### src/rtl/iso2ep_pkg.sv
// ----------------------------------------------------------------------------
// iso2ep_pkg
// Types, codes and constant tables shared by the timestamp to epoch converter.
// ----------------------------------------------------------------------------
package iso2ep_pkg;

    // One character word on the input side.
    typedef struct packed {
        logic [7:0] char_code;
        logic       last_char;
    } iso2ep_char_t;

    // One result word on the output side.
    typedef struct packed {
        logic [37:0] epoch_seconds;
        logic [2:0]  status;
    } iso2ep_result_t;

    // Which field the parser is collecting.
    typedef enum logic [2:0] {
        PH_YEAR,
        PH_MONTH,
        PH_DAY,
        PH_HOUR,
        PH_MINUTE,
        PH_SECOND,
        PH_DONE
    } phase_t;

    localparam logic [2:0] ST_OK        = 3'd0;
    localparam logic [2:0] ST_TOO_SHORT = 3'd1;
    localparam logic [2:0] ST_MALFORMED = 3'd2;
    localparam logic [2:0] ST_BAD_MONTH = 3'd3;
    localparam logic [2:0] ST_PRE_EPOCH = 3'd4;

    localparam logic [4:0]  MIN_LEN       = 5'd19;
    localparam logic [13:0] BASE_YEAR     = 14'd1970;
    localparam logic [2:0]  YEAR_DIGITS   = 3'd4;
    localparam logic [2:0]  FIELD_DIGITS  = 3'd2;
    localparam logic [6:0]  MONTH_FIRST   = 7'd1;
    localparam logic [6:0]  MONTH_LAST    = 7'd12;
    localparam logic [6:0]  MONTH_MARCH   = 7'd3;
    // Leap days in years 1 through 1969: 492 - 19 + 4.
    localparam logic [8:0]  LEAPS_BEFORE_BASE = 9'd477;
    // floor(x / 100) == (x * 5243) >> 19 for every x below 43690.
    localparam logic [12:0] RECIP_100     = 13'd5243;
    localparam int          RECIP_SHIFT   = 19;

    localparam logic [7:0] CH_ZERO  = 8'h30;
    localparam logic [7:0] CH_NINE  = 8'h39;
    localparam logic [7:0] CH_DASH  = 8'h2D;
    localparam logic [7:0] CH_T     = 8'h54;
    localparam logic [7:0] CH_COLON = 8'h3A;

    // Days in the year before the first of the given month (1 to 12).
    function automatic logic [8:0] days_before_month(input logic [3:0] month);
        logic [8:0] d;
        begin
            unique case (month)
                4'd1:    d = 9'd0;
                4'd2:    d = 9'd31;
                4'd3:    d = 9'd59;
                4'd4:    d = 9'd90;
                4'd5:    d = 9'd120;
                4'd6:    d = 9'd151;
                4'd7:    d = 9'd181;
                4'd8:    d = 9'd212;
                4'd9:    d = 9'd243;
                4'd10:   d = 9'd273;
                4'd11:   d = 9'd304;
                4'd12:   d = 9'd334;
                default: d = 9'd0;
            endcase
            return d;
        end
    endfunction

    // Separator expected after the field of the given phase.
    function automatic logic [7:0] separator_char(input phase_t phase);
        logic [7:0] s;
        begin
            unique case (phase)
                PH_YEAR, PH_MONTH:   s = CH_DASH;
                PH_DAY:              s = CH_T;
                PH_HOUR, PH_MINUTE:  s = CH_COLON;
                default:             s = 8'h00;
            endcase
            return s;
        end
    endfunction

endpackage

### src/rtl/iso_timestamp_to_epoch.sv
// ----------------------------------------------------------------------------
// iso_timestamp_to_epoch
// Parses YYYY-MM-DDTHH:MM:SS one character at a time and returns Unix seconds.
// ----------------------------------------------------------------------------
//
//  Channel   Signals                      Word
//  --------  ---------------------------  ---------------------------------
//  ts        ts_valid, ts_stall, ts_data  char_code, last_char
//  ep        ep_valid, ep_stall, ep_data  epoch_seconds, status
//
//  One character word is taken every cycle while ts_stall is low. The
//  closing character enters a three-stage conversion pipeline (leap counts,
//  day number, seconds product) whose last stage fills the output register.
//  ts_stall rises only when the conversion pipeline is full and the output
//  word is stalled. rst_n clears the parser and all valid flags at once.
//
module iso_timestamp_to_epoch (
    input  logic                       clk,
    input  logic                       rst_n,
    input  logic                       ts_valid,
    output logic                       ts_stall,
    input  iso2ep_pkg::iso2ep_char_t   ts_data,
    output logic                       ep_valid,
    input  logic                       ep_stall,
    output iso2ep_pkg::iso2ep_result_t ep_data
);
    import iso2ep_pkg::*;

    // Parser state.
    phase_t      phase_reg, phase_next, phase_parse;
    logic [13:0] acc_reg, acc_next;
    logic [2:0]  dcnt_reg, dcnt_next;
    logic [4:0]  cnt_reg, cnt_next;
    logic [13:0] year_reg, year_next;
    logic [6:0]  month_reg, month_next;
    logic [6:0]  day_reg, day_next;
    logic [6:0]  hour_reg, hour_next;
    logic [6:0]  minute_reg, minute_next;
    logic        mal_reg, mal_next;

    // Parse-step values after the current character.
    logic [13:0] acc_p;
    logic [2:0]  dcnt_p;
    logic [4:0]  cnt_p;
    logic [13:0] year_p;
    logic [6:0]  month_p, day_p, hour_p, minute_p;
    logic        mal_p;

    logic        take, take_last;
    logic        active, is_digit, run_full, sep_ok, complete;
    logic [2:0]  status_p;

    // Conversion pipeline.
    logic        a_vld_reg, b_vld_reg, c_vld_reg, o_vld_reg;
    logic        a_ready, b_ready, c_ready, o_ready;

    logic [2:0]  a_status_reg;
    logic [13:0] a_year_reg;
    logic [6:0]  a_month_reg, a_day_reg, a_hour_reg, a_minute_reg, a_sec_reg;

    logic [13:0] a_ym1;
    logic [26:0] a_prod_ym1;
    logic [26:0] a_prod_y;
    logic [24:0] a_prod_q4;

    logic [2:0]  b_status_reg;
    logic [13:0] b_year_reg;
    logic [6:0]  b_month_reg, b_day_reg, b_hour_reg, b_minute_reg, b_sec_reg;
    logic [11:0] b_q4_reg;
    logic [7:0]  b_q100_reg;
    logic [5:0]  b_q400_reg;
    logic [7:0]  b_yq100_reg;

    logic [13:0] b_rem100;
    logic        b_leap;
    logic [13:0] b_yoff;
    logic [22:0] b_dpos;
    logic [23:0] b_dneg;
    logic signed [23:0] b_days;
    logic [18:0] b_tod;

    logic [2:0]  c_status_reg;
    logic signed [23:0] c_days_reg;
    logic [18:0] c_tod_reg;
    logic signed [41:0] c_total;

    iso2ep_result_t o_data_reg;
    iso2ep_result_t o_data_next;

    assign o_ready = !o_vld_reg || !ep_stall;
    assign c_ready = !c_vld_reg || o_ready;
    assign b_ready = !b_vld_reg || c_ready;
    assign a_ready = !a_vld_reg || b_ready;

    assign ts_stall  = !a_ready;
    assign take      = ts_valid && a_ready;
    assign take_last = take && ts_data.last_char;

    // ------------------------------------------------------------------
    // Character decode
    // ------------------------------------------------------------------
    always_comb
    begin
        active   = !mal_reg && (phase_reg != PH_DONE);
        is_digit = (ts_data.char_code >= CH_ZERO) && (ts_data.char_code <= CH_NINE);
        run_full = (phase_reg == PH_YEAR) ? (dcnt_reg >= YEAR_DIGITS)
                                          : (dcnt_reg >= FIELD_DIGITS);
        sep_ok   = (ts_data.char_code == separator_char(phase_reg));
    end

    // Next phase after the current character.
    always_comb
    begin
        phase_parse = phase_reg;
        if (active && !is_digit && (dcnt_reg != 3'd0))
        begin
            priority if (phase_reg == PH_SECOND)
            begin
                phase_parse = PH_DONE;
            end
            else if (sep_ok)
            begin
                phase_parse = phase_t'(phase_reg + 3'd1);
            end
            else
            begin
                phase_parse = phase_reg;
            end
        end
    end

    always_comb
    begin
        phase_next = phase_reg;
        if (take)
        begin
            phase_next = take_last ? PH_YEAR : phase_parse;
        end
    end

    // Field accumulation after the current character.
    always_comb
    begin
        acc_p    = acc_reg;
        dcnt_p   = dcnt_reg;
        year_p   = year_reg;
        month_p  = month_reg;
        day_p    = day_reg;
        hour_p   = hour_reg;
        minute_p = minute_reg;
        mal_p    = mal_reg;
        cnt_p    = (cnt_reg < MIN_LEN) ? cnt_reg + 5'd1 : cnt_reg;

        if (active)
        begin
            priority if (is_digit)
            begin
                if (run_full)
                begin
                    mal_p = 1'b1;
                end
                else
                begin
                    acc_p  = 14'(18'(acc_reg) * 18'd10 + 18'(ts_data.char_code[3:0]));
                    dcnt_p = dcnt_reg + 3'd1;
                end
            end
            else if (dcnt_reg == 3'd0)
            begin
                mal_p = 1'b1;
            end
            else if (phase_reg == PH_SECOND)
            begin
                // Seconds close on any non-digit; the count keeps its value.
            end
            else if (!sep_ok)
            begin
                mal_p = 1'b1;
            end
            else
            begin
                unique case (phase_reg)
                    PH_YEAR:   year_p   = acc_reg;
                    PH_MONTH:  month_p  = acc_reg[6:0];
                    PH_DAY:    day_p    = acc_reg[6:0];
                    PH_HOUR:   hour_p   = acc_reg[6:0];
                    default:   minute_p = acc_reg[6:0];
                endcase
                acc_p  = 14'd0;
                dcnt_p = 3'd0;
            end
        end

        complete = (phase_parse == PH_DONE) ||
                   ((phase_parse == PH_SECOND) && (dcnt_p != 3'd0));

        priority if (cnt_p < MIN_LEN)
        begin
            status_p = ST_TOO_SHORT;
        end
        else if (mal_p || !complete)
        begin
            status_p = ST_MALFORMED;
        end
        else if (year_p < BASE_YEAR)
        begin
            status_p = ST_PRE_EPOCH;
        end
        else if ((month_p < MONTH_FIRST) || (month_p > MONTH_LAST))
        begin
            status_p = ST_BAD_MONTH;
        end
        else
        begin
            status_p = ST_OK;
        end
    end

    always_comb
    begin
        acc_next    = acc_reg;
        dcnt_next   = dcnt_reg;
        cnt_next    = cnt_reg;
        year_next   = year_reg;
        month_next  = month_reg;
        day_next    = day_reg;
        hour_next   = hour_reg;
        minute_next = minute_reg;
        mal_next    = mal_reg;
        if (take_last)
        begin
            acc_next    = '0;
            dcnt_next   = '0;
            cnt_next    = '0;
            year_next   = '0;
            month_next  = '0;
            day_next    = '0;
            hour_next   = '0;
            minute_next = '0;
            mal_next    = 1'b0;
        end
        else if (take)
        begin
            acc_next    = acc_p;
            dcnt_next   = dcnt_p;
            cnt_next    = cnt_p;
            year_next   = year_p;
            month_next  = month_p;
            day_next    = day_p;
            hour_next   = hour_p;
            minute_next = minute_p;
            mal_next    = mal_p;
        end
    end

    always_ff @(posedge clk or negedge rst_n)
    begin
        if (!rst_n)
        begin
            phase_reg  <= PH_YEAR;
            acc_reg    <= '0;
            dcnt_reg   <= '0;
            cnt_reg    <= '0;
            year_reg   <= '0;
            month_reg  <= '0;
            day_reg    <= '0;
            hour_reg   <= '0;
            minute_reg <= '0;
            mal_reg    <= 1'b0;
        end
        else
        begin
            phase_reg  <= phase_next;
            acc_reg    <= acc_next;
            dcnt_reg   <= dcnt_next;
            cnt_reg    <= cnt_next;
            year_reg   <= year_next;
            month_reg  <= month_next;
            day_reg    <= day_next;
            hour_reg   <= hour_next;
            minute_reg <= minute_next;
            mal_reg    <= mal_next;
        end
    end

    // ------------------------------------------------------------------
    // Stage A: snapshot of the finished fields
    // ------------------------------------------------------------------
    always_ff @(posedge clk)
    begin
        if (take_last)
        begin
            a_status_reg <= status_p;
            a_year_reg   <= year_p;
            a_month_reg  <= month_p;
            a_day_reg    <= day_p;
            a_hour_reg   <= hour_p;
            a_minute_reg <= minute_p;
            a_sec_reg    <= acc_p[6:0];
        end
    end

    // Leap counts through the previous year, by reciprocal multiplication.
    always_comb
    begin
        a_ym1      = a_year_reg - 14'd1;
        a_prod_ym1 = 27'(a_ym1) * 27'(RECIP_100);
        a_prod_y   = 27'(a_year_reg) * 27'(RECIP_100);
        a_prod_q4  = 25'(a_ym1[13:2]) * 25'(RECIP_100);
    end

    always_ff @(posedge clk)
    begin
        if (a_vld_reg && b_ready)
        begin
            b_status_reg <= a_status_reg;
            b_year_reg   <= a_year_reg;
            b_month_reg  <= a_month_reg;
            b_day_reg    <= a_day_reg;
            b_hour_reg   <= a_hour_reg;
            b_minute_reg <= a_minute_reg;
            b_sec_reg    <= a_sec_reg;
            b_q4_reg     <= a_ym1[13:2];
            b_q100_reg   <= a_prod_ym1[RECIP_SHIFT +: 8];
            b_q400_reg   <= a_prod_q4[RECIP_SHIFT +: 6];
            b_yq100_reg  <= a_prod_y[RECIP_SHIFT +: 8];
        end
    end

    // ------------------------------------------------------------------
    // Stage B: day number and time of day
    // ------------------------------------------------------------------
    always_comb
    begin
        b_rem100 = b_year_reg - 14'(22'(b_yq100_reg) * 22'd100);
        // Divisible by 4, and either not by 100 or by 400.
        b_leap   = (b_year_reg[1:0] == 2'b00) &&
                   ((b_rem100 != 14'd0) || (b_yq100_reg[1:0] == 2'b00));
        b_yoff   = b_year_reg - BASE_YEAR;
        b_dpos   = 23'(b_yoff) * 23'd365
                 + 23'(b_q4_reg)
                 + 23'(b_q400_reg)
                 + 23'(days_before_month(b_month_reg[3:0]))
                 + 23'(((b_month_reg >= MONTH_MARCH) && b_leap) ? 1'b1 : 1'b0)
                 + 23'(b_day_reg);
        b_dneg   = 24'(b_q100_reg) + 24'(LEAPS_BEFORE_BASE) + 24'd1;
        b_days   = $signed({1'b0, b_dpos}) - $signed(b_dneg);
        b_tod    = 19'(b_hour_reg) * 19'd3600
                 + 19'(b_minute_reg) * 19'd60
                 + 19'(b_sec_reg);
    end

    always_ff @(posedge clk)
    begin
        if (b_vld_reg && c_ready)
        begin
            c_status_reg <= b_status_reg;
            c_days_reg   <= b_days;
            c_tod_reg    <= b_tod;
        end
    end

    // ------------------------------------------------------------------
    // Stage C: seconds total into the output register
    // ------------------------------------------------------------------
    always_comb
    begin
        c_total = 42'(c_days_reg) * $signed(42'd86400)
                + $signed({23'd0, c_tod_reg});
        o_data_next.status = c_status_reg;
        // A zero day in January 1970 can fall before the epoch; that reads 0.
        if ((c_status_reg != ST_OK) || c_total[41])
        begin
            o_data_next.epoch_seconds = '0;
        end
        else
        begin
            o_data_next.epoch_seconds = c_total[37:0];
        end
    end

    always_ff @(posedge clk)
    begin
        if (c_vld_reg && o_ready)
        begin
            o_data_reg <= o_data_next;
        end
    end

    always_ff @(posedge clk or negedge rst_n)
    begin
        if (!rst_n)
        begin
            a_vld_reg <= 1'b0;
            b_vld_reg <= 1'b0;
            c_vld_reg <= 1'b0;
            o_vld_reg <= 1'b0;
        end
        else
        begin
            if (a_ready)
            begin
                a_vld_reg <= take_last;
            end
            if (b_ready)
            begin
                b_vld_reg <= a_vld_reg;
            end
            if (c_ready)
            begin
                c_vld_reg <= b_vld_reg;
            end
            if (o_ready)
            begin
                o_vld_reg <= c_vld_reg;
            end
        end
    end

    assign ep_valid = o_vld_reg;
    assign ep_data  = o_data_reg;

endmodule
### config.mk
export PLATFORM = sky130hd
export DESIGN_NAME = iso_timestamp_to_epoch
export DESIGN_NICKNAME = d
export VERILOG_FILES = /design/src/rtl/iso2ep_pkg.sv /design/src/rtl/iso_timestamp_to_epoch.sv
export SDC_FILE = /design/constraint.sdc
export NUM_CORES = 2
export LEC_CHECK = 0
export ABC_AREA = 1
export BUFFER_PORTS_ARGS = -buffer_cell sky130_fd_sc_hd__buf_2
export CAP_MARGIN = 0
export CORE_MARGIN = 5
export CORE_UTILIZATION = 40
export CTS_CLUSTER_SIZE = 14
export DETAILED_ROUTE_END_ITERATION = 7
export HOLD_SLACK_MARGIN = 0.08
export PLACE_DENSITY_LB_ADDON = 0.3
export SYNTH_ARGS = -nofsm -noshare
export SYNTH_HDL_FRONTEND = slang
export SYNTH_SLANG_ARGS = --single-unit
### constraint.sdc
create_clock -name clk -period 24.9 [get_ports clk]
set_input_delay 3.735 -clock clk [delete_from_list [all_inputs] [get_ports clk]]
set_output_delay 3.735 -clock clk [all_outputs]
set_load 0.02 [all_outputs]
==> summary.txt <==
Clocking
  • Post-CTS setup buffers: 0
  • Skew-Pair Late Insertion Delay: 0.58 ns
  • CTS tree: yes
  • Clk root buf: clkbuf_16
  • Clock sink count: 306
  • CTS resizes: 0
  • Hold_buf cts: 0
  • CTS H-tree depth: 2
  • Clk slew on worst S/H paths: 0.06 ns
  • Cts bufs inserted: 36
  • CTS Buffer Depth: 3

Synth
  • Syn_area_per_cell: 9.22 um2
  • Synth cell types: 54
  • Number of synthesized flops with an enable pin: 225
  • Syn Nets: 4,851
  • Post-synthesis async set-or-reset flop share: 0.235
  • Compound-gate portion of the synthesized area: 0.0740
  • Area share of fa/ha/maj cells after synthesis: 0.410
  • Largest family of logic cells by synthesized area: adder cells
  • Synthesis Warnings: 0
  • Post-synthesis mux area share: 0
  • Post-Synth XOR/XNOR Area: 0.0453
  • Synthesis-stage register bit count: 306
  • Simple-gate portion of the synthesized area: 0.122
  • Cells after synthesis: 3,871
  • Post-synthesis cell area: 35,700 um2
  • Ys flop type: edfxtp_1
  • Seq/Total Area, Yosys: 0.245

STA
  • Crit path time final: 8.74 ns
  • Hold Slack: 0.411 ns
  • Hold Fails Final Rpt: 0
  • Slew Limit Fails: 0
  • Fin Clk Skew: 0.0252 ns
  • Worst Max-Slew Pin Slew: 1.06 ns
  • F_max: 114 MHz
  • Sum Neg Setup Slack: 0 ns
  • Setup-failing EPs final: 0
  • Final Cycle Share: 0.351
  • Slew headroom: 0.294
  • PnR worst setup slack: 16.16 ns
  • RSZ-0062 raised after global routing: false

Critical path
  • Crit path max fanout: 5
  • Reg2Reg Depth: 46
  • Crit path capture: c_days_reg[23]
  • Type of origin of the critical path: register
  • Worst setup path start: b_yq100_reg[2]
  • Worst R2R Start: b_yq100_reg[2]
  • Slowest CP cell: fa_1
  • Worst setup EP type: register
  • Crit-path max cell delay: 0.50 ns
  • WP data arrival: 9.16 ns
  • Reg2reg end: c_days_reg[23]
  • Most used cell along the critical path: ha_1
  • Setup CP Type: reg2reg
  • Req. time, crit path: 25.32 ns
  • Reg2reg setup slack: 16.16 ns

Global route
  • First-pass GRT wire length: 124,000 um
  • GR Util All Layers: 0.158
  • Initial antenna violation count: 0
  • Overflow after GRT: 0
  • Vias in the first global route: 24.8k
  • Pin count of the biggest net entering global routing: 84

Routing
  • Initial drt markers: 1,087
  • Final WL: 73,500 um
  • Routed len/inst: 14.3 um
  • DRC viols: 0
  • Via density per instance: 4.78
  • Via Count: 24.6k
  • TritonRoute pass-1 iters: 5
  • Antenna-violating nets left: 0

Worst hold path
  • Worst min path class: reg2reg
  • Hold Path Depth: 0

Job
  • Max-cap viol count: 0

Outcome
  • Status: finished clean

Die
  • Die ar.: 95,300 um2
  • Core region area: 88,500 um2
  • # IOs: 56
  • Starting Density: 0.403
  • Die W: 309 um
  • Chip height: 309 um
  • FP Rows: 109

Final layout
  • Most common cell after layout, fill and taps aside: inv_1
  • Most frequent cells in the layout: 940 x inv_1, 629 x ha_1, 519 x nand2_1
  • Layout cells sized above 1: 0.0558
  • Nets: 4,933
  • Syn-to-layout area delta: 8.30%
  • Max FFs per register: 41
  • Final Non-Filler Cells: 5,147

Placed design
  • Port Buffers: 55
  • Placement Setup Slack: 16.16 ns
  • Routability congestion estimate: 0.895
  • DP Cell Count: 5,080
  • DP HPWL: 61,600 um
worst min-delay path by stage:
| stage | startpoint | end | slack, ns |
|---|---|---|---|
| 3_3_place_gp | b_status_reg[2] | c_status_reg[2] | 0.40 |
| 4_1_cts | b_status_reg[2] | c_status_reg[2] | 0.41 |
| 6_report | b_status_reg[2] | c_status_reg[2] | 0.41 |
| 5_1_grt | a_minute_reg[5] | b_minute_reg[5] | 0.42 |
| 3_5_place_dp | a_month_reg[6] | b_month_reg[6] | 0.41 |
| 2_1_floorplan | a_day_reg[0] | b_day_reg[0] | 0.40 |
metrics by stage:
stage	cell area (um2)	utilization
3_3_place_gp	37400	0.423
2_1_floorplan	35700	-
6_report	38700	0.437
4_1_cts	38700	0.437
3_5_place_dp	37400	0.423
5_1_grt	38700	0.437
layout make-up:
cell class	count	area (um2)
fillers	8537	49800
flip-flops and latches	306	8740
clock inverters	26	339
inverters	954	3580
repair buffers	67	368
well taps	1165	1460
diodes	1	2.50
multi-input cells	2588	23300
clock buffers	40	916
critical path: cells and delay by family, from the launching register on:
| kind | cells | cell delay (ns) |
|---|---|---|
| adder cells (fa/ha/maj) | 13 | 4.03 |
| AND/OR/NAND/NOR | 20 | 2.54 |
| AO/OA/AOI/OAI | 8 | 1.15 |
| flip-flops | 1 | 0.41 |
| XOR/XNOR | 2 | 0.33 |
| buffers and inverters | 3 | 0.15 |
cells in the mapped netlist (9+ instances only):
cell type  count  area (um2)
a21o_1        17         128
a21oi_1      189         946
clkbuf_1      13        48.8
dfrtp_1       72        1800
dfxtp_1        9         180
edfxtp_1     225        6760
fa_1         338        6770
ha_1         629        7870
inv_1        942        3540
inv_2         11        41.3
nand2_1      519        1950
nand2_2       13        81.3
nand3_1      120         601
nand4_1       47         294
nor2_1       171         642
nor2_2        11        68.8
nor2_4        24         270
nor3_1        18        90.1
o21ai_0      140         701
o21ai_1        9        45.0
o21bai_1      17         128
o22ai_1       45         282
xnor2_1       56         490
xor2_1       127        1110
cells by family (layout without fill, tap and decap cells):
kind of cell / after synthesis / after routing
fa+ha+maj: 967 / 967
simple gates: 967 / 967
compound gates: 470 / 470
buf+inv: 977 / 1087
xor+xnor: 184 / 184
flops: 306 / 306
other cells: 0 / 1
per-layer routing:
metal  share of wire  global-route usage  up-vias
met2            0.48               0.270      291
met4           0.019              0.0323        0
met3           0.029              0.0167       85
li1                -                   -    12600
met5               0                   0        -
met1            0.48               0.219    11600
Power is left out: the tool's default activity adds up to more than one toggle a clock period on the data nets, which glitch-free logic cannot reach.
